--- src/rtl/mfs_pkg.sv ---
// mfs_pkg: widths, field positions, descriptor type for the fragment splitter
// no dependencies; used by every module of the splitter
`timescale 1ns / 1ps
package mfs_pkg;

  localparam int HEADER_BYTES  = 20;
  localparam int MAX_FRAGMENTS = 64;

  localparam int LEN_W  = 32;
  localparam int MFB_W  = 16;
  localparam int CNT_W  = 7;
  localparam int IDX_W  = 6;
  localparam int PAY_W  = MFB_W + CNT_W;
  localparam int STEP_W = $clog2(CNT_W);

  localparam logic [MFB_W-1:0] MFB_RESET = 16'd4096;

  localparam int QUEUE_DEPTH = 2;
  localparam int QPTR_W      = $clog2(QUEUE_DEPTH);
  localparam int QCNT_W      = $clog2(QUEUE_DEPTH + 1);

  localparam int IN_W   = 96;
  localparam int OUT_W  = 144;
  localparam int USER_W = 2;

  localparam int OFF_TYPE   = 0;
  localparam int OFF_LEN    = 32;
  localparam int OFF_TID    = 48;
  localparam int OFF_TOTAL  = 80;
  localparam int OFF_INDEX  = 87;
  localparam int OFF_OFFSET = 93;
  localparam int OFF_PBYTES = 125;
  localparam int OUT_PAD    = OUT_W - (OFF_PBYTES + MFB_W);

  localparam int USER_UNSPLIT  = 0;
  localparam int USER_TOO_MANY = 1;

  typedef enum logic [1:0] {
    KIND_UNSPLIT,
    KIND_TOO_MANY,
    KIND_SPLIT
  } kind_t;

  typedef struct packed {
    kind_t              kind;
    logic [LEN_W-1:0]   msg_type;
    logic [LEN_W-1:0]   tid;
    logic [MFB_W-1:0]   len;
    logic [PAY_W-1:0]   payload;
    logic [MFB_W-1:0]   per;
    logic [CNT_W-1:0]   count;
  } desc_t;

endpackage

--- src/rtl/message_fragment_splitter_top.sv ---
// message_fragment_splitter_top: control message fragment header generator
// depends on mfs_pkg, mfs_front, mfs_queue, mfs_back
//
// channel  direction  tdata (low bit first)                          tuser / tlast
// s_*      in         message_length, msg_type, trans_id             -
// m_*      out        frag_type, frag_length, frag_transaction,      unsplit, too_many /
//                     fragment_total, fragment_index,                last
//                     payload_offset, payload_bytes
// cfg_*    in         max_fragment_bytes                             -
//
// front: F_IDLE accepts, F_CLASS classifies, F_DIV runs a restoring division for split messages,
//   then F_PUSH hands the descriptor to a 2-entry queue
// back: B_IDLE loads a descriptor, then B_RUN gives one result per cycle while m_tready is high
// rst is synchronous; max_fragment_bytes resets to 4096
// the front stalls only on a full queue, the back only on m_tready
`timescale 1ns / 1ps
module message_fragment_splitter_top
  import mfs_pkg::*;
(
  input  logic              clk,
  input  logic              rst,
  input  logic              cfg_wr_en,
  input  logic [MFB_W-1:0]  cfg_wr_data,
  input  logic              s_tvalid,
  output logic              s_tready,
  input  logic [IN_W-1:0]   s_tdata,   // message_length, msg_type, trans_id
  output logic              m_tvalid,
  input  logic              m_tready,
  output logic [OUT_W-1:0]  m_tdata,   // frag_type, frag_length, frag_transaction,
                                       // fragment_total, fragment_index,
                                       // payload_offset, payload_bytes, zero pad
  output logic [USER_W-1:0] m_tuser,   // unsplit, too_many
  output logic              m_tlast
);

  desc_t push_desc;
  desc_t pop_desc;
  logic  push;
  logic  full;
  logic  pop;
  logic  empty;

  mfs_front u_front (
    .clk         (clk),
    .rst         (rst),
    .cfg_wr_en   (cfg_wr_en),
    .cfg_wr_data (cfg_wr_data),
    .s_tvalid    (s_tvalid),
    .s_tready    (s_tready),
    .s_tdata     (s_tdata),
    .push        (push),
    .push_desc   (push_desc),
    .full        (full)
  );

  mfs_queue u_queue (
    .clk       (clk),
    .rst       (rst),
    .push      (push),
    .push_desc (push_desc),
    .full      (full),
    .pop       (pop),
    .pop_desc  (pop_desc),
    .empty     (empty)
  );

  mfs_back u_back (
    .clk      (clk),
    .rst      (rst),
    .pop_desc (pop_desc),
    .empty    (empty),
    .pop      (pop),
    .m_tvalid (m_tvalid),
    .m_tready (m_tready),
    .m_tdata  (m_tdata),
    .m_tuser  (m_tuser),
    .m_tlast  (m_tlast)
  );

endmodule

--- src/rtl/mfs_front.sv ---
// mfs_front: accepts descriptors, classifies them, divides out the fragment count
// depends on mfs_pkg; feeds mfs_queue
`timescale 1ns / 1ps
module mfs_front
  import mfs_pkg::*;
(
  input  logic             clk,
  input  logic             rst,
  input  logic             cfg_wr_en,
  input  logic [MFB_W-1:0] cfg_wr_data,
  input  logic             s_tvalid,
  output logic             s_tready,
  input  logic [IN_W-1:0]  s_tdata,
  output logic             push,
  output desc_t            push_desc,
  input  logic             full
);

  typedef enum logic [1:0] {F_IDLE, F_CLASS, F_DIV, F_PUSH} fstate_t;

  fstate_t            state;
  logic [MFB_W-1:0]   mfb;
  logic [LEN_W-1:0]   len_r;
  desc_t              desc_r;
  logic [PAY_W-1:0]   rem;
  logic [CNT_W-1:0]   quo;
  logic [STEP_W-1:0]  step;

  logic [LEN_W-1:0]   payload_full;
  logic [MFB_W-1:0]   per_c;
  logic [PAY_W-1:0]   limit;
  logic [PAY_W-1:0]   divisor_sh;
  logic               fits;
  logic               no_room;
  logic               over_limit;

  assign payload_full = len_r - LEN_W'(HEADER_BYTES);
  assign per_c        = mfb - MFB_W'(HEADER_BYTES);
  assign limit        = PAY_W'(per_c) * PAY_W'(MAX_FRAGMENTS);
  assign fits         = len_r <= LEN_W'(mfb);
  assign no_room      = mfb <= MFB_W'(HEADER_BYTES);
  assign over_limit   = payload_full > LEN_W'(limit);
  assign divisor_sh   = PAY_W'(desc_r.per) << step;

  assign s_tready = (state == F_IDLE);
  assign push     = (state == F_PUSH) && !full;

  always_comb begin
    push_desc       = desc_r;
    push_desc.count = quo + CNT_W'(rem != '0);
  end

  always_ff @(posedge clk) begin
    if (rst) begin
      state <= F_IDLE;
      mfb   <= MFB_RESET;
    end else begin
      if (cfg_wr_en) begin
        mfb <= cfg_wr_data;
      end
      case (state)
        F_IDLE: begin
          if (s_tvalid) begin
            len_r           <= s_tdata[LEN_W-1:0];
            desc_r.msg_type <= s_tdata[2*LEN_W-1:LEN_W];
            desc_r.tid      <= s_tdata[3*LEN_W-1:2*LEN_W];
            state           <= F_CLASS;
          end
        end
        F_CLASS: begin
          desc_r.len     <= len_r[MFB_W-1:0];
          desc_r.per     <= per_c;
          desc_r.payload <= payload_full[PAY_W-1:0];
          desc_r.count   <= '0;
          quo            <= '0;
          rem            <= '0;
          if (fits) begin
            desc_r.kind <= KIND_UNSPLIT;
            state       <= F_PUSH;
          end else if (no_room || over_limit) begin
            desc_r.kind <= KIND_TOO_MANY;
            state       <= F_PUSH;
          end else begin
            desc_r.kind <= KIND_SPLIT;
            rem         <= payload_full[PAY_W-1:0];
            step        <= STEP_W'(CNT_W - 1);
            state       <= F_DIV;
          end
        end
        F_DIV: begin
          if (rem >= divisor_sh) begin
            rem       <= rem - divisor_sh;
            quo[step] <= 1'b1;
          end
          if (step == '0) begin
            state <= F_PUSH;
          end else begin
            step <= step - 1'b1;
          end
        end
        F_PUSH: begin
          if (!full) begin
            state <= F_IDLE;
          end
        end
        default: begin
          state <= F_IDLE;
        end
      endcase
    end
  end

endmodule

--- src/rtl/mfs_queue.sv ---
// mfs_queue: short descriptor queue between front and back
// depends on mfs_pkg
`timescale 1ns / 1ps
module mfs_queue
  import mfs_pkg::*;
(
  input  logic  clk,
  input  logic  rst,
  input  logic  push,
  input  desc_t push_desc,
  output logic  full,
  input  logic  pop,
  output desc_t pop_desc,
  output logic  empty
);

  desc_t             mem [QUEUE_DEPTH];
  logic [QPTR_W-1:0] wr_ptr;
  logic [QPTR_W-1:0] rd_ptr;
  logic [QCNT_W-1:0] cnt;
  logic              do_push;
  logic              do_pop;

  assign full     = (cnt == QCNT_W'(QUEUE_DEPTH));
  assign empty    = (cnt == '0);
  assign do_push  = push && !full;
  assign do_pop   = pop && !empty;
  assign pop_desc = mem[rd_ptr];

  always_ff @(posedge clk) begin
    if (do_push) begin
      mem[wr_ptr] <= push_desc;
    end
  end

  always_ff @(posedge clk) begin
    if (rst) begin
      wr_ptr <= '0;
      rd_ptr <= '0;
      cnt    <= '0;
    end else begin
      if (do_push) begin
        wr_ptr <= (wr_ptr == QPTR_W'(QUEUE_DEPTH - 1)) ? '0 : wr_ptr + 1'b1;
      end
      if (do_pop) begin
        rd_ptr <= (rd_ptr == QPTR_W'(QUEUE_DEPTH - 1)) ? '0 : rd_ptr + 1'b1;
      end
      if (do_push && !do_pop) begin
        cnt <= cnt + 1'b1;
      end else if (do_pop && !do_push) begin
        cnt <= cnt - 1'b1;
      end
    end
  end

endmodule

--- src/rtl/mfs_back.sv ---
// mfs_back: walks a descriptor and emits one fragment header per cycle while m_tready does not stall it
// depends on mfs_pkg; drains mfs_queue
`timescale 1ns / 1ps
module mfs_back
  import mfs_pkg::*;
(
  input  logic              clk,
  input  logic              rst,
  input  desc_t             pop_desc,
  input  logic              empty,
  output logic              pop,
  output logic              m_tvalid,
  input  logic              m_tready,
  output logic [OUT_W-1:0]  m_tdata,
  output logic [USER_W-1:0] m_tuser,
  output logic              m_tlast
);

  typedef enum logic {B_IDLE, B_RUN} bstate_t;

  bstate_t           state;
  desc_t             cur;
  logic [PAY_W-1:0]  rem;
  logic [PAY_W-1:0]  offset;
  logic [IDX_W-1:0]  idx;

  logic              out_free;
  logic [MFB_W-1:0]  chunk;
  logic              last_frag;
  logic [OUT_W-1:0]  out_data;
  logic [USER_W-1:0] out_user;
  logic              out_last;

  assign out_free  = !m_tvalid || m_tready;
  assign pop       = (state == B_IDLE) && !empty;
  assign chunk     = (rem > PAY_W'(cur.per)) ? cur.per : rem[MFB_W-1:0];
  assign last_frag = (CNT_W'(idx) + 1'b1) == cur.count;

  always_comb begin
    out_data = '0;
    out_user = '0;
    out_last = 1'b1;
    out_data[OFF_TYPE +: LEN_W] = cur.msg_type;
    out_data[OFF_TID +: LEN_W]  = cur.tid;
    case (cur.kind)
      KIND_UNSPLIT: begin
        out_data[OFF_LEN +: MFB_W] = cur.len;
        out_user[USER_UNSPLIT]     = 1'b1;
      end
      KIND_SPLIT: begin
        out_data[OFF_LEN +: MFB_W]    = chunk + MFB_W'(HEADER_BYTES);
        out_data[OFF_TOTAL +: CNT_W]  = cur.count;
        out_data[OFF_INDEX +: IDX_W]  = idx;
        out_data[OFF_OFFSET +: LEN_W] = LEN_W'(offset);
        out_data[OFF_PBYTES +: MFB_W] = chunk;
        out_last                      = last_frag;
      end
      default: begin
        out_user[USER_TOO_MANY] = 1'b1;
      end
    endcase
  end

  always_ff @(posedge clk) begin
    if (rst) begin
      state    <= B_IDLE;
      m_tvalid <= 1'b0;
    end else begin
      if (m_tvalid && m_tready && (state != B_RUN)) begin
        m_tvalid <= 1'b0;
      end
      case (state)
        B_IDLE: begin
          if (!empty) begin
            cur    <= pop_desc;
            rem    <= pop_desc.payload;
            offset <= '0;
            idx    <= '0;
            state  <= B_RUN;
          end
        end
        B_RUN: begin
          if (out_free) begin
            m_tvalid <= 1'b1;
            m_tdata  <= out_data;
            m_tuser  <= out_user;
            m_tlast  <= out_last;
            rem      <= rem - PAY_W'(chunk);
            offset   <= offset + PAY_W'(chunk);
            idx      <= idx + 1'b1;
            if (out_last) begin
              state <= B_IDLE;
            end
          end
        end
        default: begin
          state <= B_IDLE;
        end
      endcase
    end
  end

endmodule

--- config.mk ---
export PLATFORM = sky130hd
export DESIGN_NAME = message_fragment_splitter_top
export DESIGN_NICKNAME = d
export VERILOG_FILES = /design/src/rtl/mfs_pkg.sv /design/src/rtl/message_fragment_splitter_top.sv /design/src/rtl/mfs_front.sv /design/src/rtl/mfs_queue.sv /design/src/rtl/mfs_back.sv
export SDC_FILE = /design/constraint.sdc
export NUM_CORES = 1
export LEC_CHECK = 0
export BUFFER_PORTS_ARGS = -buffer_cell sky130_fd_sc_hd__buf_2
export CORE_MARGIN = 3
export CORE_UTILIZATION = 40
export DETAILED_ROUTE_END_ITERATION = 12
export PLACE_DENSITY = 0.54
export RECOVER_POWER = 25
export SLEW_MARGIN = 20
export SYNTH_ARGS = -nofsm -noshare
export SYNTH_HDL_FRONTEND = slang
export SYNTH_SLANG_ARGS = --single-unit
--- constraint.sdc ---
create_clock -name clk -period 9.3 [get_ports clk]
set_input_delay 0.93 -clock clk [delete_from_list [all_inputs] [get_ports clk]]
set_output_delay 0.93 -clock clk [all_outputs]
set_load 0.05 [all_outputs]
==> results of run 1 <==
## layer usage
layer  vias up  share of wire, %  GRT usage (%)
li1       8846                 -              -
met1      8996                45           23.9
met2       407                48           29.3
met3       121               4.1           2.72
met4         0               2.5           5.16
met5         -                 0              0
## report_power, final
group          internal [mW]  switching [mW]  total, mW  leakage, nW
clock network           1.74            1.33       3.07         1.23
logic                  0.977            1.82       2.80         5.16
registers               4.48           0.316       4.79         6.87
## path summary, 6_finish.rpt
check,slack (ps),start,to,cells past startpoint
worst max-delay path,3650,u_back.rem[8],u_back.offset[22],18
worst min-delay path,410,u_back.cur[99],u_back.m_tdata[5],0
worst max register to register,3650,u_back.rem[8],u_back.offset[22],18
worst min register to register,410,u_back.cur[99],u_back.m_tdata[5],0
## cell families (layout without fill, tap and decap cells)
logic type / count (synthesis) / after routing / synth area share [%]
DFF: 753 / 753 / 69.2
xor gates and xnor gates: 108 / 108 / 2.93
adders and majority gates: 111 / 111 / 4.34
muxes: 170 / 170 / 5.78
AOI/OAI and AO/OA: 337 / 337 / 6.92
other: 1 / 13 / 0.0116
and+or+nand+nor: 532 / 532 / 8.44
buffers and inverters: 175 / 522 / 2.34
## layout make-up
| type | instances | area (um^2) | share of cell area, % |
|---|---|---|---|
| Antenna cell | 1 | 2.50 | 0.00670 |
| Clock buffer | 103 | 2190 | 5.88 |
| Clock inverter | 48 | 375 | 1.01 |
| Inverter | 97 | 364 | 0.976 |
| Multi-Input combinational cell | 1270 | 9290 | 24.9 |
| Sequential cell | 753 | 22400 | 59.9 |
| Tap cell | 1050 | 1310 | 3.52 |
| Timing Repair Buffer | 274 | 1420 | 3.80 |
## worst register-to-register path, delay by kind of cell, from the launching register on
family                   cells  cell delay (ps)
flip-flops                   1              500
AND/OR/NAND/NOR              4              960
adder cells (fa/ha/maj)      2              710
multiplexers                 1              420
buffers and inverters        2              570
AO/OA/AOI/OAI                9             2320
## registers in the layout (all words and copies together) (netlist names), 16 cells and up, named ones only
signal and count:
u_back.rem 23, u_front.push_desc 119, u_front.len_r 32, u_front.rem 23, u_front.mfb 16, u_back.m_tdata 132
u_back.cur 105, u_queue.mem 252, u_back.offset 23
## placed cells by master (no fill, tap or decap), types with 39 or more instances in the layout
master	netlist	routed
o21ai_0	62	62
nand3_1	39	39
mux2i_1	55	55
clkbuf_16	0	84
edfxtp_1	728	728
xnor2_1	72	72
and2_1	46	46
inv_1	96	96
nand2_1	85	85
mux2_2	113	113
buf_2	0	248
ha_1	104	104
a21oi_1	81	81
nor2b_1	48	46
nor2_1	160	156
==> summary.txt, run 1 <==
Outcome
  • Status: complete, no violations

GRT
  • All-Layer GR Usage: roughly 18%
  • First-pass GRT wire length: about 110000 um
  • Largest net degree at the start of global routing: between 70 and 80
  • Gr ovfl total: 0
  • Initial antenna violation count: 1
  • Vias in the first global route: ~19000

Floorplanning
  • Chip Height: 290 um
  • Die ar.: approximately 84000 um^2
  • I/O pins: ~270
  • Die X-Extent: between 200 and 300 um
  • Standard-cell rows: 103
  • Starting Density: 40.6%
  • Area of the core: just under 80000 um^2

Synthesis
  • Syn Std Cell Area: between 30000 and 40000 um^2
  • Synth unique cells: 86
  • Post-Synthesis Cells: between 2000 and 2500
  • Post-synth EDFFs: around 730
  • Synthesized area per cell: 14.8 um^2
  • Register area share after synthesis: ~69%
  • Leading cell type by number of instances after synthesis: edfxtp_1
  • Post-synth top flop: edfxtp_1
  • Area contributors post-synth: edfxtp_1, ha_1, mux2_2
  • Synthesized flop and latch total: between 700 and 800
  • Share of the synthesized area in the top cell type: 67.7%
  • Area leader, netlist: edfxtp_1
  • Asr flop ratio synth: 0%
  • Commonest cells post-synth: edfxtp_1, nor2_1, mux2_2
  • Warnings from Yosys: 0

Pwr
  • Power Total: 10.7 mW
  • Peak VDD IR: about 0.00016 V
  • Power per cell area: ~290 nW/um^2
  • Leakage power: ~13 nW

STA
  • Maximum clock rate: ~180 MHz
  • Worst Skew: approximately 22 ps
  • Worst-margin pin slew: around 1000 ps
  • Final min period: 5650 ps
  • WHS: about 410 ps
  • Tcrit/Tclk final: roughly 60%
  • Slew Limit Fails: 0
  • Final setup margin: 3650 ps
  • Fin Setup TNS: 0 ps
  • Final number of hold-violating endpoints: 0
  • Slew headroom: roughly a third
  • Final setup fails: 0
  • RSZ-0062 raised after global routing: no

Setup path
  • CP top delay family: compound AO/OA/AOI/OAI gates
  • Slowest cell on crit path: edfxtp_1
  • Crit-path max cell delay: around 500 ps
  • CP Class: flip-flop to flip-flop
  • Max FO, Critical Path: 32
  • Endpoint class of the critical path: flip-flop
  • Critical Path RT: 9760 ps
  • CP Buf/Inv Count: 2
  • Startpoint Class: flip-flop
  • Worst Path Arrival: slightly above 6000 ps
  • CP Cell Sequence: ha_1 > a21oi_1 > o21ai_0 > a211o_1 > o21ai_4 > buf_4 > mux2i_1 > inv_1 > ha_1 > nand3_1 > o21bai_1 > nor4_1 > nor4_1 > o21ai_0 > a211oi_1 > a31oi_1 > or3_1 > a21oi_1

Clock network
  • Clock slew at reported path FFs: ~70 ps
  • CTS max path bufs: 3
  • # H-tree levels: 3
  • CTS tree: done
  • CTS resizes: 0
  • TritonCTS Buffers: 83
  • Clock tree sinks: ~750
  • Clock Latency Late Sink: ~630 ps
  • Post-CTS Setup Inserts: 0
  • Clock root cell: clkbuf_16
  • CTS Hold Bufs: 0

Route
  • Routed via count: ~18000
  • ANT nets after route: 0
  • Final wirelength: approximately 75000 um
  • Initial DRC count: 1178
  • # DRC: 0
  • Vias per cell: just over 5
  • DRT Pass-1 Iters: 5
  • WL/cell: 20.8 um

Final layout
  • Nets: between 2000 and 3000
  • Finished Cell Area: about 37000 um^2
  • Fraction of layout cells with a size suffix above 1: 21.0%
  • Area growth, synth to finish: 15.6%
  • Final core occ: between 40% and 50%
  • Fillers: roughly 7000
  • Post-Layout Cell Count: approximately 3600

Placed design
  • Dpl cell area: ~35000 um^2
  • Gpl congestion: 0.852
  • Worst slack at placement: 3750 ps
  • PortBufs: approximately 250
  • HPWL Detailed: 52000 um
  • # placed instances: around 3400

Flow run
  • MaxCap Viol Count: 0

Hold path
  • Min-Delay Path Class: flip-flop to flip-flop
Note: power is estimated with default switching activity, not from simulation.
==> run 2: changes to the inputs <==
--- a/config.mk
+++ b/config.mk
@@ -9,7 +9,7 @@
 export CORE_MARGIN = 3
 export CORE_UTILIZATION = 40
 export DETAILED_ROUTE_END_ITERATION = 12
-export PLACE_DENSITY = 0.54
+export PLACE_DENSITY = 0.56
 export RECOVER_POWER = 25
 export SLEW_MARGIN = 20
 export SYNTH_ARGS = -nofsm -noshare
==> constraint.sdc (replaced) <==
create_clock -name clk -period 4.6 [get_ports clk]
set_input_delay 0.46 -clock clk [delete_from_list [all_inputs] [get_ports clk]]
set_output_delay 0.46 -clock clk [all_outputs]
set_load 0.05 [all_outputs]
==> summary.txt, run 2 (synthesis results as in run 1) <==
Route
  • # DRC: 0 (unchanged)
  • Final wirelength: 76800 um (was 74900 um)
  • WL/cell: 19.9 um (was 20.8 um)
  • ANT nets after route: 0 (unchanged)
  • Routed via count: 19500 (was 18400)
  • DRT Pass-1 Iters: 5 (unchanged)
  • Vias per cell: 5.04 (was 5.11)
  • Initial DRC count: 1153 (was 1178)

GRT
  • Vias in the first global route: 20200 (was 18800)
  • All-Layer GR Usage: 17.9% (was 17.6%)
  • Initial antenna violation count: 1 (unchanged)
  • First-pass GRT wire length: 117000 um (was 115000 um)
  • Largest net degree at the start of global routing: 106 (was 71)
  • Gr ovfl total: 0 (unchanged)

Pwr
  • Switch share: 31.9% (was 32.5%)
  • Flop pwr share: 41.5% (was 45.0%)
  • Power per cell area: 573 nW/um^2 (was 285 nW/um^2)
  • Peak VDD IR: 0.000317 V (was 0.000158 V)
  • Power Total: 23.2 mW (was 10.7 mW)
  • Clock group share of total power: 29.3% (was 28.8%)
  • P_int: 15.8 mW (was 7.19 mW)
  • Leakage power: 14.7 nW (was 13.3 nW)
  • Logic pwr share: 29.3% (was 26.2%)
  • Switching power: 7.39 mW (was 3.46 mW)

Floorplanning
  • I/O pins: 266 (unchanged)
  • Standard-cell rows: 103 (unchanged)
  • Die ar.: 84200 um^2 (unchanged)
  • Chip Height: 290 um (unchanged)
  • Die X-Extent: 290 um (unchanged)
  • Area of the core: 79500 um^2 (unchanged)
  • Starting Density: 40.6% (unchanged)

Clock network
  • TritonCTS Buffers: 83 (unchanged)
  • Clock Latency Late Sink: 630 ps (about the same)
  • CTS tree: done (unchanged)
  • Clock root cell: clkbuf_16 (unchanged)
  • CTS max path bufs: 3 (unchanged)
  • # H-tree levels: 3 (unchanged)
  • Clock slew at reported path FFs: 60 ps (was 70 ps)
  • Clock tree sinks: 753 (unchanged)

Flow run
  • MaxCap Viol Count: 1 (was 0)

Hold path
  • Min-Delay Path Class: input port to flip-flop (was flip-flop to flip-flop)

STA
  • Worst-margin pin slew: 1790 ps (was 996 ps)
  • Slew headroom: -19.4% (was 33.6%)
  • RSZ-0062 raised after global routing: yes (was no)
  • Worst Skew: 24.1 ps (was 22.3 ps)
  • Tcrit/Tclk final: 98.6% (was 60.8%)
  • Final number of hold-violating endpoints: 0 (unchanged)
  • Fin Setup TNS: 0 ps (unchanged)
  • Slew Limit Fails: 29 (was 0)
  • Final setup fails: 0 (unchanged)
  • Final min period: 4540 ps (was 5650 ps)
  • Maximum clock rate: 220 MHz (was 177 MHz)

Setup path
  • CP Class: flip-flop to flip-flop (unchanged)
  • Max FO, Critical Path: 3 (was 32)
  • Endpoint class of the critical path: flip-flop (unchanged)
  • Critical Path RT: 4950 ps (was 9760 ps)
  • Startpoint Class: flip-flop (unchanged)
  • Worst Path Arrival: 4890 ps (was 6110 ps)

Placed design
  • PortBufs: 253 (unchanged)
  • Gpl congestion: 0.858 (was 0.852)
  • # placed instances: 3593 (was 3444)
  • Dpl cell area: 36000 um^2 (was 34800 um^2)
  • HPWL Detailed: 53800 um (was 52000 um)

Final layout
  • Commonest non-fill, non-tap cell in the layout: edfxtp_1 (unchanged)
  • Max reg flops: 252 (unchanged)
  • Post-Layout Cell Count: 3867 (was 3596)
  • Finished Cell Area: 40400 um^2 (was 37300 um^2)
  • Most frequent cells in the layout: edfxtp_1, buf_2, buf_4, nor2_1, mux2_2 (was edfxtp_1, buf_2, nor2_1, mux2_2, ha_1)
  • Reg with most FFs: u_queue.mem (unchanged)
  • Final core occ: 50.9% (was 46.9%)
  • Nets: 2969 (was 2703)
  • Area growth, synth to finish: 25.2% (was 15.6%)
  • Fraction of layout cells with a size suffix above 1: 27.9% (was 21.0%)

Outcome
  • Failing checks: capacitance limit, slew limit
  • Status: complete, but fails checks (was complete, no violations)
-- run 2: routing by layer --
metal | part of all wire (%) | global-route usage (%) | wire (um)
met1 | 43 | 23.2 | 33100
met2 | 49 | 30.1 | 37800
met3 | 5.0 | 3.43 | 3820
met4 | 2.8 | 6.04 | 2140
met5 | 0 | 0 | 0
-- run 2: final timing paths --
path / to / slack [ps] / from / cells after the start
setup / recovery: u_back.rem[20] / 60 / u_back.rem[21] / 16
hold / removal: u_front.mfb[12] / 50 / cfg_wr_data[12] / 3
setup reg to reg: u_back.rem[20] / 60 / u_back.rem[21] / 16
hold reg to reg: u_back.m_tdata[67] / 400 / u_back.cur[81] / 0
-- run 2: area by class of cell --
| class | instances | area (um^2) |
|---|---|---|
| Clock buffer | 105 | 2200 |
| Multi-Input combinational cell | 1270 | 9790 |
| Fill cell | 6684 | 39100 |
| Clock inverter | 51 | 634 |
| Inverter | 97 | 364 |
| Timing Repair Buffer | 540 | 3770 |
| Antenna cell | 1 | 2.50 |
| Sequential cell | 753 | 22400 |
| Tap cell | 1050 | 1310 |
-- run 2: power by group through the flow --
stage | combinational (mW) | clock, mW | sequential [mW]
floorplan | 3.78 | 0 | 10.1
global placement | 6.23 | 0 | 9.70
detailed placement | 6.30 | 0 | 9.75
CTS | 6.50 | 6.98 | 9.61
global route | 7.44 | 7.27 | 9.73
finish | 6.79 | 6.78 | 9.62
-- run 2: critical path: stages, from the launching register on --
cell	delay [ps]
edfxtp_1	390
or4_4	570
nand2b_4	160
a211o_1	320
o21ai_4	240
buf_12	140
mux2i_4	230
inv_2	80
fa_2	340
a2111o_1	430
a211oi_2	260
o21ai_2	90
mux2_4	300
o311ai_4	360
nor3_2	100
xnor2_1	160
a21oi_1	80
-- run 2: what timing repair did --
item / in CTS / in global routing
endpoints found under the setup margin: 10 / 76
hold buffers: 91 / 0
setup buffers: 13 / 13
resized for setup: 26 / 80
hold endpoints to repair: 91 / 0
pin swaps: 19 / 38
-- run 2: per-stage QoR --
stage               setup WS, ps  hold slack (ps)
global placement           -96.5              400
finish                      63.2             54.6
detailed placement          -252              405
CTS                        -19.5            0.770
global route                -118             43.6
floorplan                  -40.0              400
